File: src/rtl/assert_macros.svh
// Assertion macros shared by the RTL modules.
`ifndef ASSERT_MACROS_SVH
`define ASSERT_MACROS_SVH

// Same-cycle implication, disabled while reset is asserted.
`define ASSERT_IMPL(label, clk, rst_n, ante, cons) \
    label: assert property (@(posedge clk) disable iff (!(rst_n)) (ante) |-> (cons)) \
        else $error("assertion failed");

// Next-cycle implication, disabled while reset is asserted.
`define ASSERT_NEXT(label, clk, rst_n, ante, cons) \
    label: assert property (@(posedge clk) disable iff (!(rst_n)) (ante) |=> (cons)) \
        else $error("assertion failed");

`endif

File: src/rtl/rae_pkg.sv
// Types and constants of the regression affine evaluator.
package rae_pkg;

    localparam int MAX_POINTS   = 1024;
    localparam int MAX_CLUSTERS = 16;
    localparam int SLOTS        = MAX_CLUSTERS + 1;

    localparam int POINT_W = 10;
    localparam int SLOT_W  = 5;
    localparam int DATA_W  = 32;
    localparam int CC_W    = 5;
    localparam int CNT_W   = $clog2(SLOTS + 1);
    localparam int PRED_AW = $clog2(SLOTS);
    localparam int CONST_AW = $clog2(MAX_POINTS);
    localparam int COEF_AW = $clog2(MAX_POINTS * SLOTS);
    localparam int PROD_W  = 2 * DATA_W;
    localparam int ACC_W   = PROD_W + $clog2(SLOTS + 2);
    localparam int FRAC_W  = 16;
    localparam int Q_W     = ACC_W - FRAC_W;

    localparam int CFG_IDX_W  = 4;
    localparam int CFG_DATA_W = 8;

    localparam logic [CFG_IDX_W-1:0] CFG_CLUSTER_COUNT = 4'd0;
    localparam logic [CFG_IDX_W-1:0] CFG_SUPPLEMENTAL  = 4'd1;

    localparam logic signed [DATA_W-1:0] ONE_Q16 = 32'sh0001_0000;

    typedef enum logic [1:0] {
        REQ_WR_COEF  = 2'd0,
        REQ_WR_CONST = 2'd1,
        REQ_WR_PRED  = 2'd2,
        REQ_EVAL     = 2'd3
    } t_req;

    typedef enum logic [2:0] {
        ST_IDLE,
        ST_SLOT,
        ST_CONST,
        ST_WAIT,
        ST_RESULT
    } t_state;

    typedef struct packed {
        t_req                      req_type;
        logic [POINT_W-1:0]        point_index;
        logic [SLOT_W-1:0]         slot_index;
        logic signed [DATA_W-1:0]  data_value;
    } t_in_item;

    typedef struct packed {
        logic [POINT_W-1:0]        result_point;
        logic signed [DATA_W-1:0]  result_value;
        logic                      overflow_flag;
    } t_out_item;

    // One MAC term moving down the read/multiply/accumulate pipe.
    typedef struct packed {
        logic valid;
        logic first;
        logic last;
        logic is_const;
    } t_mac_cmd;

    typedef struct packed {
        logic                      coef_we;
        logic                      const_we;
        logic                      pred_we;
        logic [COEF_AW-1:0]        coef_addr;
        logic [CONST_AW-1:0]       const_addr;
        logic [PRED_AW-1:0]        pred_addr;
        logic signed [DATA_W-1:0]  data;
    } t_tbl_wr;

    typedef struct packed {
        t_mac_cmd                  cmd;
        logic [COEF_AW-1:0]        coef_addr;
        logic [CONST_AW-1:0]       const_addr;
        logic [PRED_AW-1:0]        pred_addr;
    } t_tbl_rd;

    typedef struct packed {
        logic idle;
        logic load;
    } t_seq_stat;

endpackage

File: src/rtl/rae_mac.sv
// Shared multiply-accumulate unit: registered product, exact wide accumulator.
module rae_mac (
    input  logic                               i_clk,
    input  logic                               i_rst_n,
    input  rae_pkg::t_mac_cmd                  i_cmd,
    input  logic signed [rae_pkg::DATA_W-1:0]  i_op_a,
    input  logic signed [rae_pkg::DATA_W-1:0]  i_op_b,
    output logic                               o_done,
    output logic signed [rae_pkg::ACC_W-1:0]   o_acc
);

    logic signed [rae_pkg::PROD_W-1:0] n_prod;
    logic signed [rae_pkg::PROD_W-1:0] r_prod;
    rae_pkg::t_mac_cmd                 r_prod_cmd;
    logic signed [rae_pkg::ACC_W-1:0]  n_acc;
    logic signed [rae_pkg::ACC_W-1:0]  r_acc;
    logic                              r_done;

    assign n_prod = i_op_a * i_op_b;

    always_comb begin
        if (r_prod_cmd.first) begin
            n_acc = rae_pkg::ACC_W'(r_prod);
        end else begin
            n_acc = r_acc + rae_pkg::ACC_W'(r_prod);
        end
    end

    always_ff @(posedge i_clk) begin
        r_prod <= n_prod;
        if (r_prod_cmd.valid) begin
            r_acc <= n_acc;
        end
    end

    always_ff @(posedge i_clk) begin
        if (!i_rst_n) begin
            r_prod_cmd <= '0;
            r_done     <= 1'b0;
        end else begin
            r_prod_cmd <= i_cmd;
            r_done     <= r_prod_cmd.valid && r_prod_cmd.last;
        end
    end

    assign o_done = r_done;
    assign o_acc  = r_acc;

endmodule

File: config.mk
export PLATFORM = sky130hd
export DESIGN_NAME = rae_mac
export DESIGN_NICKNAME = d
export VERILOG_FILES = /design/src/rtl/assert_macros.svh /design/src/rtl/rae_pkg.sv /design/src/rtl/rae_mac.sv
export SDC_FILE = /design/constraint.sdc
export NUM_CORES = 2
export LEC_CHECK = 0
export BUFFER_PORTS_ARGS = -buffer_cell sky130_fd_sc_hd__buf_2
export CAP_MARGIN = 5
export CORE_MARGIN = 8
export CORE_UTILIZATION = 40
export CTS_CLUSTER_SIZE = 25
export DETAILED_ROUTE_END_ITERATION = 8
export HOLD_SLACK_MARGIN = 0.15
export PLACE_DENSITY = 0.58
export SKIP_CTS_REPAIR_TIMING = 1
export SYNTH_ARGS = -nofsm -noshare
export SYNTH_HDL_FRONTEND = slang
export SYNTH_SLANG_ARGS = --single-unit
File: constraint.sdc
create_clock -name i_clk -period 9.45 [get_ports i_clk]
set_input_delay 0.945 -clock i_clk [delete_from_list [all_inputs] [get_ports i_clk]]
set_output_delay 0.945 -clock i_clk [all_outputs]
set_load 0.02 [all_outputs]
==> flow_summary.json <==
{
  "outcome": "finished, final reports clean",
  "hold_path_class": "reg2reg",
  "grtUsageTotal": 0.203,
  "grt_antenna_before_repair": 8,
  "yosysSeqAreaShare": 0.0778,
  "dr.pass1.iters": 5,
  "yosys_most_used_dff": "edfxtp_1",
  "routabilityCongestion": 0.871,
  "multi_input_area_sq_mm": 0.0361,
  "finalCriticalPeriod_ps": 8580,
  "insertion_delay_ps": 440,
  "worst-setup-path-type": "in2reg",
  "crit_arrival_ps": 8880,
  "n_fill_cell": 11000,
  "async_reset_ff_frac": 0,
  "setup_viol": 0,
  "drv_slew": 0,
  "nets": 6136,
  "grt_pass1_wl_mm": 194,
  "cts_made_buffers": 17,
  "floorplan.die.width_microns": 348,
  "hold_violations": 0,
  "finalCritPeriodShare": 0.908,
  "seq_area_sq_mm": 0.00344,
  "critPathSlowestCell": "buf_2",
  "crit_path_frequent_cell": "fa_1",
  "ys_warn_count": 0,
  "rows": 122,
  "die_area_sq_mm": 0.121,
  "netlist_area_sq_mm": 0.0442,
  "critPathTopFamily": "adder cells",
  "tightest_slew_ps": 1060,
  "hpwlAfterDp_mm": 101,
  "core-area_sq_mm": 0.110,
  "rsz0062_at_grt": "no",
  "htree_levels": 4,
  "final_common_cell": "fa_1",
  "grt_pass1_vias": 34400,
  "fin_skew_ps": 10.6,
  "hold_depth": 1,
  "pin_count": 140,
  "synth_edf_count": 69,
  "critPathMaxStageDelay_ps": 600,
  "port_buffers": 138,
  "worstSetupPathDepth": 27,
  "viasPerCell": 5.10,
  "syn2layout_area_growth_pct": 6.53,
  "ys_seq_elements": 137,
  "cts_sinks": 137,
  "ant_nets": 0,
  "cts_max_path_buffers": 2,
  "drtIter0Drc": 1767,
  "critPathCaptureType": "register",
  "critPathLaunchType": "primary input",
  "syn_nets": 6132,
  "drt_wl_total_mm": 121,
  "route.detailed.drc": 0,
  "cts_tree": "built",
  "fmax_mhz": 117,
  "worstPathRequired_ps": 9750,
  "cap_violations": 0,
  "path_clk_slew_ps": 60,
  "grt_start_max_net_pins": 71,
  "overflow": 0,
  "avgSynthCellArea_sq_um": 9.34,
  "die_h_microns": 348,
  "vias": 31800,
  "root_buffer": "clkbuf_16",
  "cp_num_buf_inv": 6,
  "max_slew_margin": 0.292,
  "final_layout_size_suffix_gt1_frac": 0.0575,
  "fin_setup_tns_ps": 0,
  "start_util": 0.401,
  "layout_common_cells": "fa_1 (1083), inv_1 (1000), nand2_1 (631), and2_1 (524), ha_1 (252)",
  "routedWlPerCell_microns": 19.4,
  "syn_inst": 4727,
  "worst_r2r_path_depth": 14,
  "critPathMaxFanout": 32,
  "yosysUniqueCellTypes": 77
}
==> stage by stage <==
stage | std cells | hold WS (ps) | worst slack, ps | cell area, sq um | util
6_report | 6235 | 454 | 873 | 47000 | 0.427
5_1_grt | 6232 | 482 | 512 | 47000 | 0.427
4_1_cts | 6232 | 458 | 871 | 47000 | 0.427
3_5_place_dp | 6200 | 442 | 414 | 46400 | 0.422
3_3_place_gp | 6200 | 433 | 445 | 46400 | 0.422
2_1_floorplan | 4727 | 429 | 1350 | 44200 | -
==> path summary, 6_finish.rpt <==
check / slack (ps) / endpoint / startpoint
worst max-delay path: 870 / r_prod[61]$_DFF_P_ / i_op_b[6]
worst min-delay path: 450 / o_done$_SDFF_PN0_ / r_prod_cmd[1]$_SDFF_PN0_
worst max register to register: 5290 / o_acc[68]$_DFFE_PP_ / o_acc[0]$_DFFE_PP_
worst min register to register: 450 / o_done$_SDFF_PN0_ / r_prod_cmd[1]$_SDFF_PN0_
==> cells in the mapped netlist, drive strengths merged (10+ instances only) <==
| cell type | n | share of area |
|---|---|---|
| a211oi | 15 | 0.0027 |
| a21o | 65 | 0.011 |
| a21oi | 134 | 0.015 |
| a31oi | 14 | 0.0020 |
| and2 | 525 | 0.074 |
| and3 | 15 | 0.0021 |
| clkbuf | 232 | 0.020 |
| dfxtp | 68 | 0.031 |
| edfxtp | 69 | 0.047 |
| fa | 1083 | 0.49 |
| ha | 252 | 0.071 |
| inv | 1000 | 0.085 |
| nand2 | 631 | 0.054 |
| nand2b | 19 | 0.0027 |
| nand3 | 31 | 0.0035 |
| nand4 | 17 | 0.0024 |
| nor2 | 98 | 0.0083 |
| nor2b | 13 | 0.0018 |
| nor3 | 16 | 0.0018 |
| o21a | 16 | 0.0027 |
| o21ai | 137 | 0.016 |
| o21bai | 28 | 0.0048 |
| o31ai | 10 | 0.0021 |
| xnor2 | 82 | 0.016 |
| xor2 | 50 | 0.0099 |
==> cells by family (layout without fill, tap and decap cells) <==
logic type	after synthesis	count (layout)	share of synthesized area
multiplexers	4	4	0.000963
AND/OR/NAND/NOR	1389	1389	0.155
other	0	3	0
AO/OA/AOI/OAI	495	495	0.0727
buffers and inverters	1235	1252	0.105
flip-flops	137	137	0.0778
XOR/XNOR	132	132	0.0262
adder cells (fa/ha/maj)	1335	1335	0.562
==> registers in the layout (all words and copies together) (netlist names) <==
name and count:
r_prod 64, o_acc 69, r_prod_cmd 3, o_done 1
==> routing by layer <==
layer  GRT usage  wire (microns)
met1       0.259           49400
met2       0.361           61700
met3      0.0258            6320
met4      0.0552            3790
met5           0              23
==> cell type report <==
type	instances	share of cell area
multi-input cells	3355	0.767
inverters	1001	0.0799
flip-flops and latches	137	0.0732
well taps	1488	0.0396
repair buffers	219	0.0276
clock buffers	23	0.0106
clock inverters	9	0.00178
diodes	3	0.000160
Power is not shown: default switching activity piles up to over one toggle a cycle in this logic, so the estimate is an artifact.
