**config.mk**
```make
export PLATFORM = sky130hd
export DESIGN_NAME = rae_seq
export DESIGN_NICKNAME = d
export VERILOG_FILES = /design/src/rtl/rae_pkg.sv /design/src/rtl/rae_seq.sv
export VERILOG_INCLUDE_DIRS = /design/src /design/src/rtl
export SDC_FILE = /design/constraint.sdc
export NUM_CORES = 1
export LEC_CHECK = 0
export ABC_AREA = 1
export ABC_CLOCK_PERIOD_IN_PS = 2500
export BUFFER_PORTS_ARGS = -buffer_cell sky130_fd_sc_hd__buf_4
export CAP_MARGIN = 5
export CORE_UTILIZATION = 40
export DETAILED_ROUTE_END_ITERATION = 12
export MAX_ROUTING_LAYER = met4
export PLACE_DENSITY_LB_ADDON = 0.2
export SLEW_MARGIN = 10
export SYNTH_ARGS = -nofsm -noshare
export SYNTH_HDL_FRONTEND = slang
export SYNTH_SLANG_ARGS = --single-unit
```
**constraint.sdc**
```tcl
create_clock -name i_clk -period 2.5 [get_ports i_clk]
set_clock_uncertainty 0.15 [all_clocks]
set_input_delay 0.125 -clock i_clk [delete_from_list [all_inputs] [get_ports i_clk]]
set_output_delay 0.125 -clock i_clk [all_outputs]
set_load 0.02 [all_outputs]
```
**src/rtl/assert_macros.svh**
```systemverilog
// Assertion macros shared by the RTL modules.
`ifndef ASSERT_MACROS_SVH
`define ASSERT_MACROS_SVH

// Same-cycle implication, disabled while reset is asserted.
`define ASSERT_IMPL(label, clk, rst_n, ante, cons) \
    label: assert property (@(posedge clk) disable iff (!(rst_n)) (ante) |-> (cons)) \
        else $error("assertion failed");

// Next-cycle implication, disabled while reset is asserted.
`define ASSERT_NEXT(label, clk, rst_n, ante, cons) \
    label: assert property (@(posedge clk) disable iff (!(rst_n)) (ante) |=> (cons)) \
        else $error("assertion failed");

`endif

```
**src/rtl/rae_pkg.sv**
```systemverilog
// Types and constants of the regression affine evaluator.
package rae_pkg;

    localparam int MAX_POINTS   = 1024;
    localparam int MAX_CLUSTERS = 16;
    localparam int SLOTS        = MAX_CLUSTERS + 1;

    localparam int POINT_W = 10;
    localparam int SLOT_W  = 5;
    localparam int DATA_W  = 32;
    localparam int CC_W    = 5;
    localparam int CNT_W   = $clog2(SLOTS + 1);
    localparam int PRED_AW = $clog2(SLOTS);
    localparam int CONST_AW = $clog2(MAX_POINTS);
    localparam int COEF_AW = $clog2(MAX_POINTS * SLOTS);
    localparam int PROD_W  = 2 * DATA_W;
    localparam int ACC_W   = PROD_W + $clog2(SLOTS + 2);
    localparam int FRAC_W  = 16;
    localparam int Q_W     = ACC_W - FRAC_W;

    localparam int CFG_IDX_W  = 4;
    localparam int CFG_DATA_W = 8;

    localparam logic [CFG_IDX_W-1:0] CFG_CLUSTER_COUNT = 4'd0;
    localparam logic [CFG_IDX_W-1:0] CFG_SUPPLEMENTAL  = 4'd1;

    localparam logic signed [DATA_W-1:0] ONE_Q16 = 32'sh0001_0000;

    typedef enum logic [1:0] {
        REQ_WR_COEF  = 2'd0,
        REQ_WR_CONST = 2'd1,
        REQ_WR_PRED  = 2'd2,
        REQ_EVAL     = 2'd3
    } t_req;

    typedef enum logic [2:0] {
        ST_IDLE,
        ST_SLOT,
        ST_CONST,
        ST_WAIT,
        ST_RESULT
    } t_state;

    typedef struct packed {
        t_req                      req_type;
        logic [POINT_W-1:0]        point_index;
        logic [SLOT_W-1:0]         slot_index;
        logic signed [DATA_W-1:0]  data_value;
    } t_in_item;

    typedef struct packed {
        logic [POINT_W-1:0]        result_point;
        logic signed [DATA_W-1:0]  result_value;
        logic                      overflow_flag;
    } t_out_item;

    // One MAC term moving down the read/multiply/accumulate pipe.
    typedef struct packed {
        logic valid;
        logic first;
        logic last;
        logic is_const;
    } t_mac_cmd;

    typedef struct packed {
        logic                      coef_we;
        logic                      const_we;
        logic                      pred_we;
        logic [COEF_AW-1:0]        coef_addr;
        logic [CONST_AW-1:0]       const_addr;
        logic [PRED_AW-1:0]        pred_addr;
        logic signed [DATA_W-1:0]  data;
    } t_tbl_wr;

    typedef struct packed {
        t_mac_cmd                  cmd;
        logic [COEF_AW-1:0]        coef_addr;
        logic [CONST_AW-1:0]       const_addr;
        logic [PRED_AW-1:0]        pred_addr;
    } t_tbl_rd;

    typedef struct packed {
        logic idle;
        logic load;
    } t_seq_stat;

endpackage

```
**src/rtl/rae_seq.sv**
```systemverilog
// Evaluation sequencer: walks the slots of one point, then the point constant.
`include "assert_macros.svh"

module rae_seq (
    input  logic                               i_clk,
    input  logic                               i_rst_n,
    input  logic                               i_start,
    input  logic [rae_pkg::POINT_W-1:0]        i_point,
    input  logic [rae_pkg::CC_W-1:0]           i_cluster_count,
    input  logic                               i_sup_en,
    input  logic                               i_mac_done,
    input  logic                               i_out_free,
    output rae_pkg::t_tbl_rd                   o_rd,
    output rae_pkg::t_seq_stat                 o_stat
);

    rae_pkg::t_state                r_state;
    rae_pkg::t_state                n_state;
    logic [rae_pkg::CNT_W-1:0]      r_slot;
    logic [rae_pkg::CNT_W-1:0]      r_total;
    logic [rae_pkg::COEF_AW-1:0]    r_row_base;
    logic [rae_pkg::CONST_AW-1:0]   r_const_addr;
    logic [rae_pkg::CC_W-1:0]       eff_count;
    logic [rae_pkg::CNT_W-1:0]      start_total;

    always_comb begin
        if (i_cluster_count > rae_pkg::CC_W'(rae_pkg::MAX_CLUSTERS)) begin
            eff_count = rae_pkg::CC_W'(rae_pkg::MAX_CLUSTERS);
        end else begin
            eff_count = i_cluster_count;
        end
        start_total = rae_pkg::CNT_W'(eff_count) + rae_pkg::CNT_W'(i_sup_en);
    end

    always_comb begin
        n_state = r_state;
        case (r_state)
            rae_pkg::ST_IDLE: begin
                if (i_start) begin
                    n_state = (start_total == '0) ? rae_pkg::ST_CONST : rae_pkg::ST_SLOT;
                end
            end
            rae_pkg::ST_SLOT: begin
                if (r_slot == r_total - 1'b1) begin
                    n_state = rae_pkg::ST_CONST;
                end
            end
            rae_pkg::ST_CONST: begin
                n_state = rae_pkg::ST_WAIT;
            end
            rae_pkg::ST_WAIT: begin
                if (i_mac_done) begin
                    n_state = rae_pkg::ST_RESULT;
                end
            end
            rae_pkg::ST_RESULT: begin
                if (i_out_free) begin
                    n_state = rae_pkg::ST_IDLE;
                end
            end
            default: begin
                n_state = rae_pkg::ST_IDLE;
            end
        endcase
    end

    always_comb begin
        o_rd            = '0;
        o_rd.coef_addr  = r_row_base + rae_pkg::COEF_AW'(r_slot);
        o_rd.const_addr = r_const_addr;
        o_rd.pred_addr  = rae_pkg::PRED_AW'(r_slot);
        o_stat          = '0;
        case (r_state)
            rae_pkg::ST_IDLE: begin
                o_stat.idle = 1'b1;
            end
            rae_pkg::ST_SLOT: begin
                o_rd.cmd.valid = 1'b1;
                o_rd.cmd.first = (r_slot == '0);
            end
            rae_pkg::ST_CONST: begin
                o_rd.cmd.valid    = 1'b1;
                o_rd.cmd.first    = (r_total == '0);
                o_rd.cmd.last     = 1'b1;
                o_rd.cmd.is_const = 1'b1;
            end
            rae_pkg::ST_WAIT: begin
            end
            rae_pkg::ST_RESULT: begin
                o_stat.load = i_out_free;
            end
            default: begin
            end
        endcase
    end

    always_ff @(posedge i_clk) begin
        if (!i_rst_n) begin
            r_state <= rae_pkg::ST_IDLE;
        end else begin
            r_state <= n_state;
        end
    end

    always_ff @(posedge i_clk) begin
        if (r_state == rae_pkg::ST_IDLE && i_start) begin
            r_slot       <= '0;
            r_total      <= start_total;
            r_row_base   <= rae_pkg::COEF_AW'(i_point) * rae_pkg::COEF_AW'(rae_pkg::SLOTS);
            r_const_addr <= rae_pkg::CONST_AW'(i_point);
        end else if (r_state == rae_pkg::ST_SLOT) begin
            r_slot <= r_slot + 1'b1;
        end
    end

    `ASSERT_IMPL(a_done_in_wait, i_clk, i_rst_n, i_mac_done, r_state == rae_pkg::ST_WAIT)
    `ASSERT_IMPL(a_cmd_in_issue, i_clk, i_rst_n, o_rd.cmd.valid, r_state == rae_pkg::ST_SLOT || r_state == rae_pkg::ST_CONST)
    `ASSERT_NEXT(a_const_then_wait, i_clk, i_rst_n, r_state == rae_pkg::ST_CONST, r_state == rae_pkg::ST_WAIT)

endmodule

```
==> results.md, run 1 <==
• post-synthesis net count: 309
• placement row count: 27
• CTS tree: done
• result of the run: finished clean
• Critical Path Start Type: flop
• number of max-slew violations in the final report: 0
• dpl cells: 390
• leak pwr: 1.44 nW
• Max-Slew Margin vs Limit: 76.6%
• sum of internal, switching and leakage power: 2.78 mW
• maximum number of pins on one net before global-route repair: 29
• final cycle utilization of the critical path: 95.4%
• most common cell after layout, fill and taps aside: sky130_fd_sc_hd__buf_4
• worst-case register-to-register setup slack: 0.75 ns
• overall die width: 77.9 um
• routed len/inst: 11.3 um
• IR drop worst, VDD: 0.000542 V
• number of clock buffers inserted by TritonCTS: 5
• clk slew on worst S/H paths: 0.07 ns
• count of synthesis-stage warnings from yosys: 0
• detailed-placement wirelength estimate: 3650 um
• number of distinct library cell variants in the gate-level netlist after synthesis: 29
• overall global routing resource usage: 17.3%
• clock insertion delay at the later pin of the skew report: 0.29 ns
• Sink Count: 34
• maximum net fanout on the critical path: 3
• vias: 1,921
• setup violation total in the final timing report: 0
• post-layout min period: 2.38 ns
• Initial Utilization: 41.6%
• Antenna Violating Nets Remaining: 0
• netlist area before placement: 2300 um^2
• Post-Synthesis Cells: 264
• commonest cells after routing, fill and taps aside: sky130_fd_sc_hd__buf_4 (61), sky130_fd_sc_hd__nand2_1 (56), sky130_fd_sc_hd__inv_1 (39)
• wire length after detailed routing: 4690 um
• arrival time worst endpoint: 2.11 ns
• CTS HTree Levels: 2
• Final Hold Vio Count: 0
• ports placed on the boundary: 57
• total DRC errors in the routed layout: 0
• fraction of layout cells with a size suffix above 1: 25.1%
• quantity of I/O buffers inserted on ports: 56
• number of antenna repair diodes: 0
• wire length of the first global-routing pass: 7820 um
• area of the die: 6060 um^2
• sequential area share after synthesis: 40.9%
• maximum clock rate: 419 MHz
• slew at the pin closest to its max-slew limit: 0.351 ns
• endpoint class of the critical path: output port
• total congestion overflow: 0
• Finished Layout Cells: 414
• synthesis-stage register bit count: 34
• Maximum Capacitance Violations: 0
• # nets final: 386
• Detailed Routing Iterations Pass 1: 4
• root cell of the clock tree: sky130_fd_sc_hd__clkbuf_8
• CP Data Required Time: 2.23 ns
• area of the placeable core: 5540 um^2
• overall die height: 77.9 um
• maximum clock path buffer count: 2
• initial antenna violation count: 0
• mean post-synth cell area: 8.72 um^2
• via count normalized by instance count: 4.64
• number of global-route vias before repair: 1,768
• start-to-end type of the worst setup path: reg -> out
• First DRT Iteration DRCs: 56
• Sum Neg Setup Slack: 0 ns
• number of filler cells placed in the layout: 525
• power density of the placed cells: 899 nW/um^2
• area growth from synthesis to layout: 34.4%
• path category of the worst min-delay check: in -> reg
• RSZ-0062 raised after global routing: false
• weighted congestion at the end of routability-driven global placement: 0.831
[routing by layer]
layer	GRT usage [%]	part of all wire, %	up-vias
met1	22.1	48	839
met5	-	0	-
met4	8.49	3.1	0
met2	25.5	45	45
li1	-	-	1025
met3	4.24	4.1	12
[logic make-up after synthesis]
family / synth area share (%)
xor gates and xnor gates: 8.32
buffers and inverters: 8.15
DFF: 40.9
and+or+nand+nor: 21.7
adders and majority gates: 13.7
AOI/OAI and AO/OA: 7.28
[layout make-up]
class / instances / area [um^2] / area share, %
multi-input combinational: 185 / 1200 / 38.8
sequential: 34 / 941 / 30.4
timing repair buffer: 75 / 599 / 19.4
inverter: 40 / 150 / 4.85
tap: 72 / 90.1 / 2.91
clock buffer: 5 / 68.8 / 2.22
clock inverter: 3 / 45.0 / 1.46
[worst max-delay path, stage by stage, from the launching register on]
cell and delay [ns]:
sky130_fd_sc_hd__edfxtp_1 0.40, sky130_fd_sc_hd__ha_4 0.16, sky130_fd_sc_hd__inv_2 0.04, sky130_fd_sc_hd__fa_2 0.35
sky130_fd_sc_hd__o21ai_2 0.15, sky130_fd_sc_hd__nand2_2 0.07, sky130_fd_sc_hd__a21boi_2 0.15, sky130_fd_sc_hd__and3_4 0.21
sky130_fd_sc_hd__nand2_1 0.05, sky130_fd_sc_hd__nand2_1 0.05, sky130_fd_sc_hd__nand2_1 0.06, sky130_fd_sc_hd__buf_6 0.13
[per-stage QoR]
stage / setup slack [ns] / utilization (%) / instance area (um^2) / hold WS, ns
after floorplan: 0.179 / - / 2300 / 0.0739
after global routing: 0.00216 / 55.8 / 3090 / 0.0316
after global placement: 0.233 / 50.5 / 2800 / 0.172
after CTS: 0.0446 / 55.3 / 3060 / 0.0165
final: 0.115 / 55.8 / 3090 / 0.0398
after detailed placement: 0.205 / 50.5 / 2800 / 0.170
[power by group]
part	switching, mW	internal (mW)	total (mW)
Sequential	0.118	0.797	0.915
Clock	0.210	0.296	0.507
Combinational	0.795	0.565	1.36
[sequential cells by signal, indices dropped and copies added, names as in the netlist]
signal / count
r_total: 5
r_slot: 5
r_const_addr: 6
r_state: 3
r_row_base: 15
[final timing paths]
kind	startpoint	end	depth (start not counted)
max	r_row_base[0]	o_rd[25]	11
min	i_cluster_count[3]	r_total[4]	3
max reg2reg	r_total[0]	r_state[0]	13
min reg2reg	r_slot[1]	r_slot[1]	2
[cell usage after synthesis, drive strengths merged]
master | instances | share of area [%]
nand2 | 57 | 9.4
inv | 40 | 6.5
edfxtp | 26 | 34
ha | 22 | 12
nand3 | 19 | 4.1
nor2 | 17 | 2.9
xor2 | 15 | 6.0
a21oi | 13 | 2.8
o21ai | 11 | 2.7
dfxtp | 8 | 7.0
nor3 | 8 | 2.2
xnor2 | 6 | 2.3
buf | 5 | 1.6
nand4 | 5 | 1.4
fa | 2 | 1.7
nand3b | 2 | 0.65
or2 | 2 | 0.54
a211oi | 1 | 0.33
a21boi | 1 | 0.49
a21o | 1 | 0.33
a31oi | 1 | 0.27
and3 | 1 | 0.49
o211ai | 1 | 0.33
[repair_timing]
item	in CTS	in global routing
endpoints found under the hold margin	15	0
hold buffers	13	0
buffers inserted	2	1
pin swaps	2	0
resized for setup	2	8
setup endpoints to repair	3	7
Power figures use the tool's default switching activity.
==> run 2: changes to the inputs <==
--- a/config.mk
+++ b/config.mk
@@ -10,6 +10,8 @@
 export ABC_CLOCK_PERIOD_IN_PS = 2500
 export BUFFER_PORTS_ARGS = -buffer_cell sky130_fd_sc_hd__buf_4
 export CAP_MARGIN = 5
+export CELL_PAD_IN_SITES_DETAIL_PLACEMENT = 1
+export CELL_PAD_IN_SITES_GLOBAL_PLACEMENT = 1
 export CORE_UTILIZATION = 40
 export DETAILED_ROUTE_END_ITERATION = 12
 export MAX_ROUTING_LAYER = met4
@@ -18,3 +20,4 @@
 export SYNTH_ARGS = -nofsm -noshare
 export SYNTH_HDL_FRONTEND = slang
 export SYNTH_SLANG_ARGS = --single-unit
+export TNS_END_PERCENT = 30
==> results.md, run 2 (synthesis gave the netlist of run 1 again) <==
• wire length of the first global-routing pass: 9820 um, was 7820 um
• slowest library cell on the worst path: sky130_fd_sc_hd__edfxtp_1, unchanged
• leak pwr: 1.44 nW, about the same
• vias: 2,048, was 1,921
• overall die height: 77.9 um, unchanged
• endpoint class of the critical path: output port, unchanged
• registers with the most flip-flops: r_row_base (15), r_const_addr (6), unchanged
• initial antenna violation count: 0, unchanged
• arrival time worst endpoint: 2.18 ns, was 2.11 ns
• total congestion overflow: 0, unchanged
• Antenna Violating Nets Remaining: 0, unchanged
• placement row count: 27, unchanged
• clock group share of total power: 14.1%, was 18.2%
• CP Data Required Time: 2.23 ns, about the same
• ports placed on the boundary: 57, unchanged
• Final Hold Vio Count: 0, unchanged
• Sink Count: 34, unchanged
• quantity of I/O buffers inserted on ports: 56, unchanged
• detailed-placement wirelength estimate: 4610 um, was 3650 um
• internal power summed over all cells: 1.59 mW, was 1.66 mW
• Top Family by Delay on Critical Path: adder cells, unchanged
• max FFs per register: 15, unchanged
• number of max-slew violations in the final report: 0, unchanged
• path category of the worst min-delay check: in -> reg, unchanged
• Sum Neg Setup Slack: 0 ns, unchanged
• First DRT Iteration DRCs: 35, was 56
• weighted congestion at the end of routability-driven global placement: 0.844, was 0.831
• slew at the pin closest to its max-slew limit: 0.372 ns, was 0.351 ns
• maximum clock path buffer count: 2, unchanged
• root cell of the clock tree: sky130_fd_sc_hd__clkbuf_8, unchanged
• total DRC errors in the routed layout: 0, unchanged
• Maximum Capacitance Violations: 0, unchanged
• sum of internal, switching and leakage power: 2.76 mW, was 2.78 mW
• Placed Area: 2800 um^2, about the same
• number of clock buffers inserted by TritonCTS: 5, unchanged
• Initial Utilization: 41.6%, unchanged
• number of antenna repair diodes: 0, unchanged
• # nets final: 386, unchanged
• overall die width: 77.9 um, unchanged
• CTS HTree Levels: 2, unchanged
• area of the die: 6060 um^2, unchanged
• start-to-end type of the worst setup path: reg -> out, unchanged
• area of the placeable core: 5540 um^2, unchanged
• switching part of the total: 42.5%, was 40.4%
• fraction of layout cells with a size suffix above 1: 26.0%, was 25.1%
• CTS tree: done, unchanged
• commonest cells after routing, fill and taps aside: sky130_fd_sc_hd__buf_4 (61), sky130_fd_sc_hd__nand2_1 (55), sky130_fd_sc_hd__inv_1 (39), was sky130_fd_sc_hd__buf_4 (61), sky130_fd_sc_hd__nand2_1 (56), sky130_fd_sc_hd__inv_1 (39)
• fraction of power consumed by combinational cells: 52.1%, was 48.9%
• result of the run: finished clean, unchanged
• overall global routing resource usage: 21.6%, was 17.3%
• via count normalized by instance count: 4.95, was 4.64
• area growth from synthesis to layout: 34.7%, was 34.4%
• Critical Path Start Type: flop, unchanged
• maximum net fanout on the critical path: 3, unchanged
• sequential fraction of design power: 33.9%, was 32.9%
• power density of the placed cells: 892 nW/um^2, was 899 nW/um^2
• clock insertion delay at the later pin of the skew report: 0.29 ns, about the same
• Critical Path Max Stage Delay: 0.40 ns, about the same
• CP Buf/Inv Count: 2, unchanged
• RSZ-0062 raised after global routing: true, was false
• routed len/inst: 14.2 um, was 11.3 um
• fin area: 3100 um^2, was 3090 um^2
• Detailed Routing Iterations Pass 1: 4, unchanged
• Max-Slew Margin vs Limit: 75.2%, was 76.6%
• wire length after detailed routing: 5900 um, was 4690 um
• final cycle utilization of the critical path: 98.0%, was 95.4%
• post-layout min period: 2.45 ns, was 2.38 ns
• Sw Pwr: 1.18 mW, was 1.12 mW
• IR drop worst, VDD: 0.000511 V, was 0.000542 V
• crit path cell chain: ha_4, inv_2, fa_2, o21ai_2, nand2_2, a21boi_2, and3_4, nand2_2, nand2_1, nand2_1, buf_6, was ha_4, inv_2, fa_2, o21ai_2, nand2_2, a21boi_2, and3_4, nand2_1, nand2_1, nand2_1, buf_6
• number of global-route vias before repair: 2,133, was 1,768
• number of filler cells placed in the layout: 684, was 525
• setup violation total in the final timing report: 0, unchanged
• largest reg by FF count: r_row_base, unchanged
• clk slew on worst S/H paths: 0.07 ns, about the same
• maximum clock rate: 408 MHz, was 419 MHz
• most common cell after layout, fill and taps aside: sky130_fd_sc_hd__buf_4, unchanged
• maximum number of pins on one net before global-route repair: 24, was 29
[run 2: through the flow]
step           setup slack, ns  std cells  util (%)  hold WS, ns
6_report                0.0494        414      56.0       0.0215
5_1_grt                -0.0663        414      56.0       0.0310
4_1_cts                0.00481        413      55.1       0.0202
3_5_place_dp             0.129        389      50.6        0.171
3_3_place_gp             0.182        389      50.6        0.171
2_1_floorplan            0.179        264         -       0.0739
[run 2: metal layers]
metal  vias up  share of wire, %  track usage, %
met5         -                 0               -
met4         0               1.4            6.42
met3        10               3.4            4.35
met2        46                51            37.5
met1       968                44            25.1
li1       1024                 -               -
[run 2: final cells by class]
cell class | instances | area, um^2 | area share (%)
multi-input cells | 185 | 1230 | 39.5
flip-flops and latches | 34 | 942 | 30.4
repair buffers | 75 | 609 | 19.7
inverters | 40 | 150 | 4.84
well taps | 72 | 90.1 | 2.91
clock buffers | 6 | 72.6 | 2.34
clock inverters | 2 | 10.0 | 0.323
[run 2: worst register-to-register path, stage by stage, from the launching register on]
cell,delay (ns)
sky130_fd_sc_hd__edfxtp_1,0.39
sky130_fd_sc_hd__inv_1,0.12
sky130_fd_sc_hd__ha_1,0.23
sky130_fd_sc_hd__nand2_1,0.08
sky130_fd_sc_hd__o21ai_0,0.23
sky130_fd_sc_hd__nand2_1,0.09
sky130_fd_sc_hd__nand2_1,0.07
sky130_fd_sc_hd__nand2_1,0.05
sky130_fd_sc_hd__nand2_1,0.06
sky130_fd_sc_hd__nand2_1,0.07
sky130_fd_sc_hd__nand2_1,0.11
sky130_fd_sc_hd__nand2_1,0.05
sky130_fd_sc_hd__nand2_1,0.05
sky130_fd_sc_hd__nor2_1,0.03
[run 2: worst paths after layout]
path                      start         end  slack [ns]  cells past startpoint
max               r_row_base[0]    o_rd[25]        0.05                     11
min          i_cluster_count[4]  r_total[4]        0.02                      3
max reg2reg          r_total[0]  r_state[0]        0.62                     13
min reg2reg           r_slot[4]   r_slot[4]        0.46                      2
[run 2: repair_timing]
action,4_1_cts,5_1_grt
hold endpoints to repair,13,0
buffers inserted,4,1
pin swaps,2,1
resized for setup,4,9
endpoints found under the setup margin,4,7
hold buffers,12,0
[run 2: power by group through the flow]
stage          sequential [mW]  combinational [mW]  clock [mW]
3_5_place_dp             0.936                1.37           0
4_1_cts                  0.931                1.42       0.400
2_1_floorplan            0.953               0.812           0
6_report                 0.936                1.44       0.389
5_1_grt                  0.956                1.58       0.417
3_3_place_gp             0.925                1.34           0
==> run 3: changes to the inputs <==
--- a/config.mk
+++ b/config.mk
@@ -13,6 +13,7 @@
 export CELL_PAD_IN_SITES_DETAIL_PLACEMENT = 1
 export CELL_PAD_IN_SITES_GLOBAL_PLACEMENT = 1
 export CORE_UTILIZATION = 40
+export CTS_BUF_LIST = sky130_fd_sc_hd__clkbuf_16
 export DETAILED_ROUTE_END_ITERATION = 12
 export MAX_ROUTING_LAYER = met4
 export PLACE_DENSITY_LB_ADDON = 0.2
==> results.md, run 3 (synthesis gave the netlist of run 1 again) <==
• wire length of the first global-routing pass: 10,100 um, was 9820 um
• power density of the placed cells: 939 nW/um^2, was 892 nW/um^2
• sequential fraction of design power: 31.5%, was 33.9%
• max FFs per register: 15, unchanged
• registers with the most flip-flops: r_row_base (15), r_const_addr (6), unchanged
• Maximum Capacitance Violations: 0, unchanged
• start of the worst register-to-register path: r_total[0], unchanged
• clock insertion delay at the later pin of the skew report: 0.28 ns, was 0.29 ns
• endpoint class of the critical path: output port, unchanged
• clk slew on worst S/H paths: 0.06 ns, was 0.07 ns
• result of the run: finished clean, unchanged
• Critical Path Start Type: flop, unchanged
• number of antenna repair diodes: 0, unchanged
• number of global-route vias before repair: 2,156, was 2,133
• Max-Slew Margin vs Limit: 79.1%, was 75.2%
• maximum clock rate: 411 MHz, was 408 MHz
• most common cell after layout, fill and taps aside: sky130_fd_sc_hd__buf_4, unchanged
• Finished Layout Cells: 415, was 414
• First DRT Iteration DRCs: 28, was 35
• worst slack on hold paths: 0.0102 ns, was 0.0215 ns
• placement row count: 27, unchanged
• Worst Hold Path Cells: 3, unchanged
• dpl cells: 389, unchanged
• Detailed Routing Iterations Pass 1: 4, unchanged
• Antenna Violating Nets Remaining: 0, unchanged
• worst setup path start: r_row_base[0], unchanged
• area of the placeable core: 5540 um^2, unchanged
• area growth from synthesis to layout: 37.0%, was 34.7%
• Sum Neg Setup Slack: 0 ns, unchanged
• number of filler cells placed in the layout: 690, was 684
• wire length after detailed routing: 6030 um, was 5900 um
• overall die width: 77.9 um, unchanged
• weighted congestion at the end of routability-driven global placement: 0.844, unchanged
• initial antenna violation count: 0, unchanged
• maximum clock path buffer count: 2, unchanged
• post-layout min period: 2.43 ns, was 2.45 ns
• Initial Utilization: 41.6%, unchanged
• largest reg by FF count: r_row_base, unchanged
• vias: 2,059, was 2,048
• hold path start: i_mac_done, was i_cluster_count[4]
• minimum setup slack after placement: 0.129 ns, unchanged
• total congestion overflow: 0, unchanged
• clock group share of total power: 19.8%, was 14.1%
• arrival time worst endpoint: 2.16 ns, was 2.18 ns
• overall die height: 77.9 um, unchanged
• area of the die: 6060 um^2, unchanged
• RSZ-0062 raised after global routing: true, unchanged
• final worst-path setup slack: 0.0684 ns, was 0.0494 ns
• Sink Count: 34, unchanged
• CP Data Required Time: 2.23 ns, about the same
• root cell of the clock tree: sky130_fd_sc_hd__clkbuf_16, was sky130_fd_sc_hd__clkbuf_8
• detailed-placement wirelength estimate: 4610 um, unchanged
• quantity of I/O buffers inserted on ports: 56, unchanged
• setup violation total in the final timing report: 0, unchanged
• start-to-end type of the worst setup path: reg -> out, unchanged
• final cycle utilization of the critical path: 97.3%, was 98.0%
• number of cell instances on the worst register-to-register path: 13, unchanged
• Sw Pwr: 1.20 mW, was 1.18 mW
• leak pwr: 1.48 nW, was 1.44 nW
• Final Hold Vio Count: 0, unchanged
• number of clock buffers inserted by TritonCTS: 5, unchanged
• total DRC errors in the routed layout: 0, unchanged
• overall global routing resource usage: 22.4%, was 21.6%
• CTS tree: done, unchanged
• ports placed on the boundary: 57, unchanged
• fraction of power consumed by combinational cells: 48.7%, was 52.1%
• routed len/inst: 14.5 um, was 14.2 um
• number of max-slew violations in the final report: 0, unchanged
• via count normalized by instance count: 4.96, was 4.95
• maximum net fanout on the critical path: 3, unchanged
• # nets final: 387, was 386
• IR drop worst, VDD: 0.000521 V, was 0.000511 V
• CTS HTree Levels: 2, unchanged
• internal power summed over all cells: 1.76 mW, was 1.59 mW
• switching part of the total: 40.6%, was 42.5%
• slew at the pin closest to its max-slew limit: 0.311 ns, was 0.372 ns
• commonest cells after routing, fill and taps aside: sky130_fd_sc_hd__buf_4 (63), sky130_fd_sc_hd__nand2_1 (55), sky130_fd_sc_hd__inv_1 (40), was sky130_fd_sc_hd__buf_4 (61), sky130_fd_sc_hd__nand2_1 (55), sky130_fd_sc_hd__inv_1 (39)
• fraction of layout cells with a size suffix above 1: 26.8%, was 26.0%
• path category of the worst min-delay check: in -> reg, unchanged
• maximum number of pins on one net before global-route repair: 24, unchanged
-- run 3: cell types whose count changed in the layout (fill, tap and decap cells not counted) --
cell / previous run / this run
sky130_fd_sc_hd__inv_1: 39 / 40
sky130_fd_sc_hd__dfxtp_2: 1 / 2
sky130_fd_sc_hd__dlygate4sd3_1: 12 / 11
sky130_fd_sc_hd__clkbuf_16: 0 / 5
sky130_fd_sc_hd__fa_2: 2 / 1
sky130_fd_sc_hd__fa_1: 0 / 1
sky130_fd_sc_hd__clkbuf_1: 1 / 0
sky130_fd_sc_hd__dfxtp_1: 7 / 6
sky130_fd_sc_hd__ha_2: 0 / 1
sky130_fd_sc_hd__ha_4: 3 / 2
sky130_fd_sc_hd__clkbuf_8: 5 / 0
sky130_fd_sc_hd__buf_4: 61 / 63
sky130_fd_sc_hd__o21ai_0: 8 / 7
sky130_fd_sc_hd__o21ai_2: 2 / 3
-- run 3: power groups by stage --
| stage | clock network (mW) | logic [mW] | registers [mW] |
|---|---|---|---|
| final | 0.586 | 1.44 | 0.934 |
| after global routing | 0.608 | 1.58 | 0.953 |
| after floorplan | 0 | 0.812 | 0.953 |
| after global placement | 0 | 1.34 | 0.925 |
| after detailed placement | 0 | 1.37 | 0.936 |
| after CTS | 0.592 | 1.42 | 0.932 |
-- run 3: final cells by class --
class	count	area (um^2)	share of cell area, %
sequential	34	943	29.9
tap	72	90.1	2.86
clock inverter	3	13.8	0.436
clock buffer	5	125	3.97
multi-input combinational	185	1220	38.6
timing repair buffer	76	614	19.5
inverter	40	150	4.76
-- run 3: through the flow --
stage | power, mW | utilization, % | area, um^2
after floorplan | 1.76 | - | 2300
after global placement | 2.26 | 50.6 | 2800
after detailed placement | 2.31 | 50.6 | 2800
after CTS | 2.95 | 55.9 | 3100
after global routing | 3.15 | 56.9 | 3150
final | 2.96 | 56.9 | 3150
-- run 3: routing by layer --
layer  wire (um)  up-vias  track usage [%]
li1            -     1024                -
met5           0        -                -
met3         226        8             4.00
met2        3090       46             39.8
met4          83        0             6.79
met1        2620      981             25.7
-- run 3: repair_timing --
item,4_1_cts,5_1_grt
buffers inserted,4,3
endpoints found under the setup margin,3,8
hold buffers,11,0
endpoints found under the hold margin,13,0
pin swaps,2,3
resized for setup,3,12
-- run 3: worst max-delay path, cell delays in order, from the launching register on --
cell and delay, ns:
sky130_fd_sc_hd__edfxtp_1 0.39, sky130_fd_sc_hd__ha_4 0.16, sky130_fd_sc_hd__inv_2 0.04, sky130_fd_sc_hd__fa_2 0.35, sky130_fd_sc_hd__o21ai_2 0.18, sky130_fd_sc_hd__nand2_2 0.06, sky130_fd_sc_hd__a21boi_2 0.18, sky130_fd_sc_hd__and3_4 0.24
sky130_fd_sc_hd__nand2_2 0.04, sky130_fd_sc_hd__nand2_1 0.05, sky130_fd_sc_hd__nand2_1 0.06, sky130_fd_sc_hd__buf_6 0.13
-- run 3: final timing paths --
| check | end | slack [ns] |
|---|---|---|
| worst max-delay path | o_rd[25] | 0.07 |
| worst max register to register | r_state[0] | 0.62 |
| worst min register to register | r_slot[3] | 0.41 |
| worst min-delay path | r_state[1] | 0.01 |
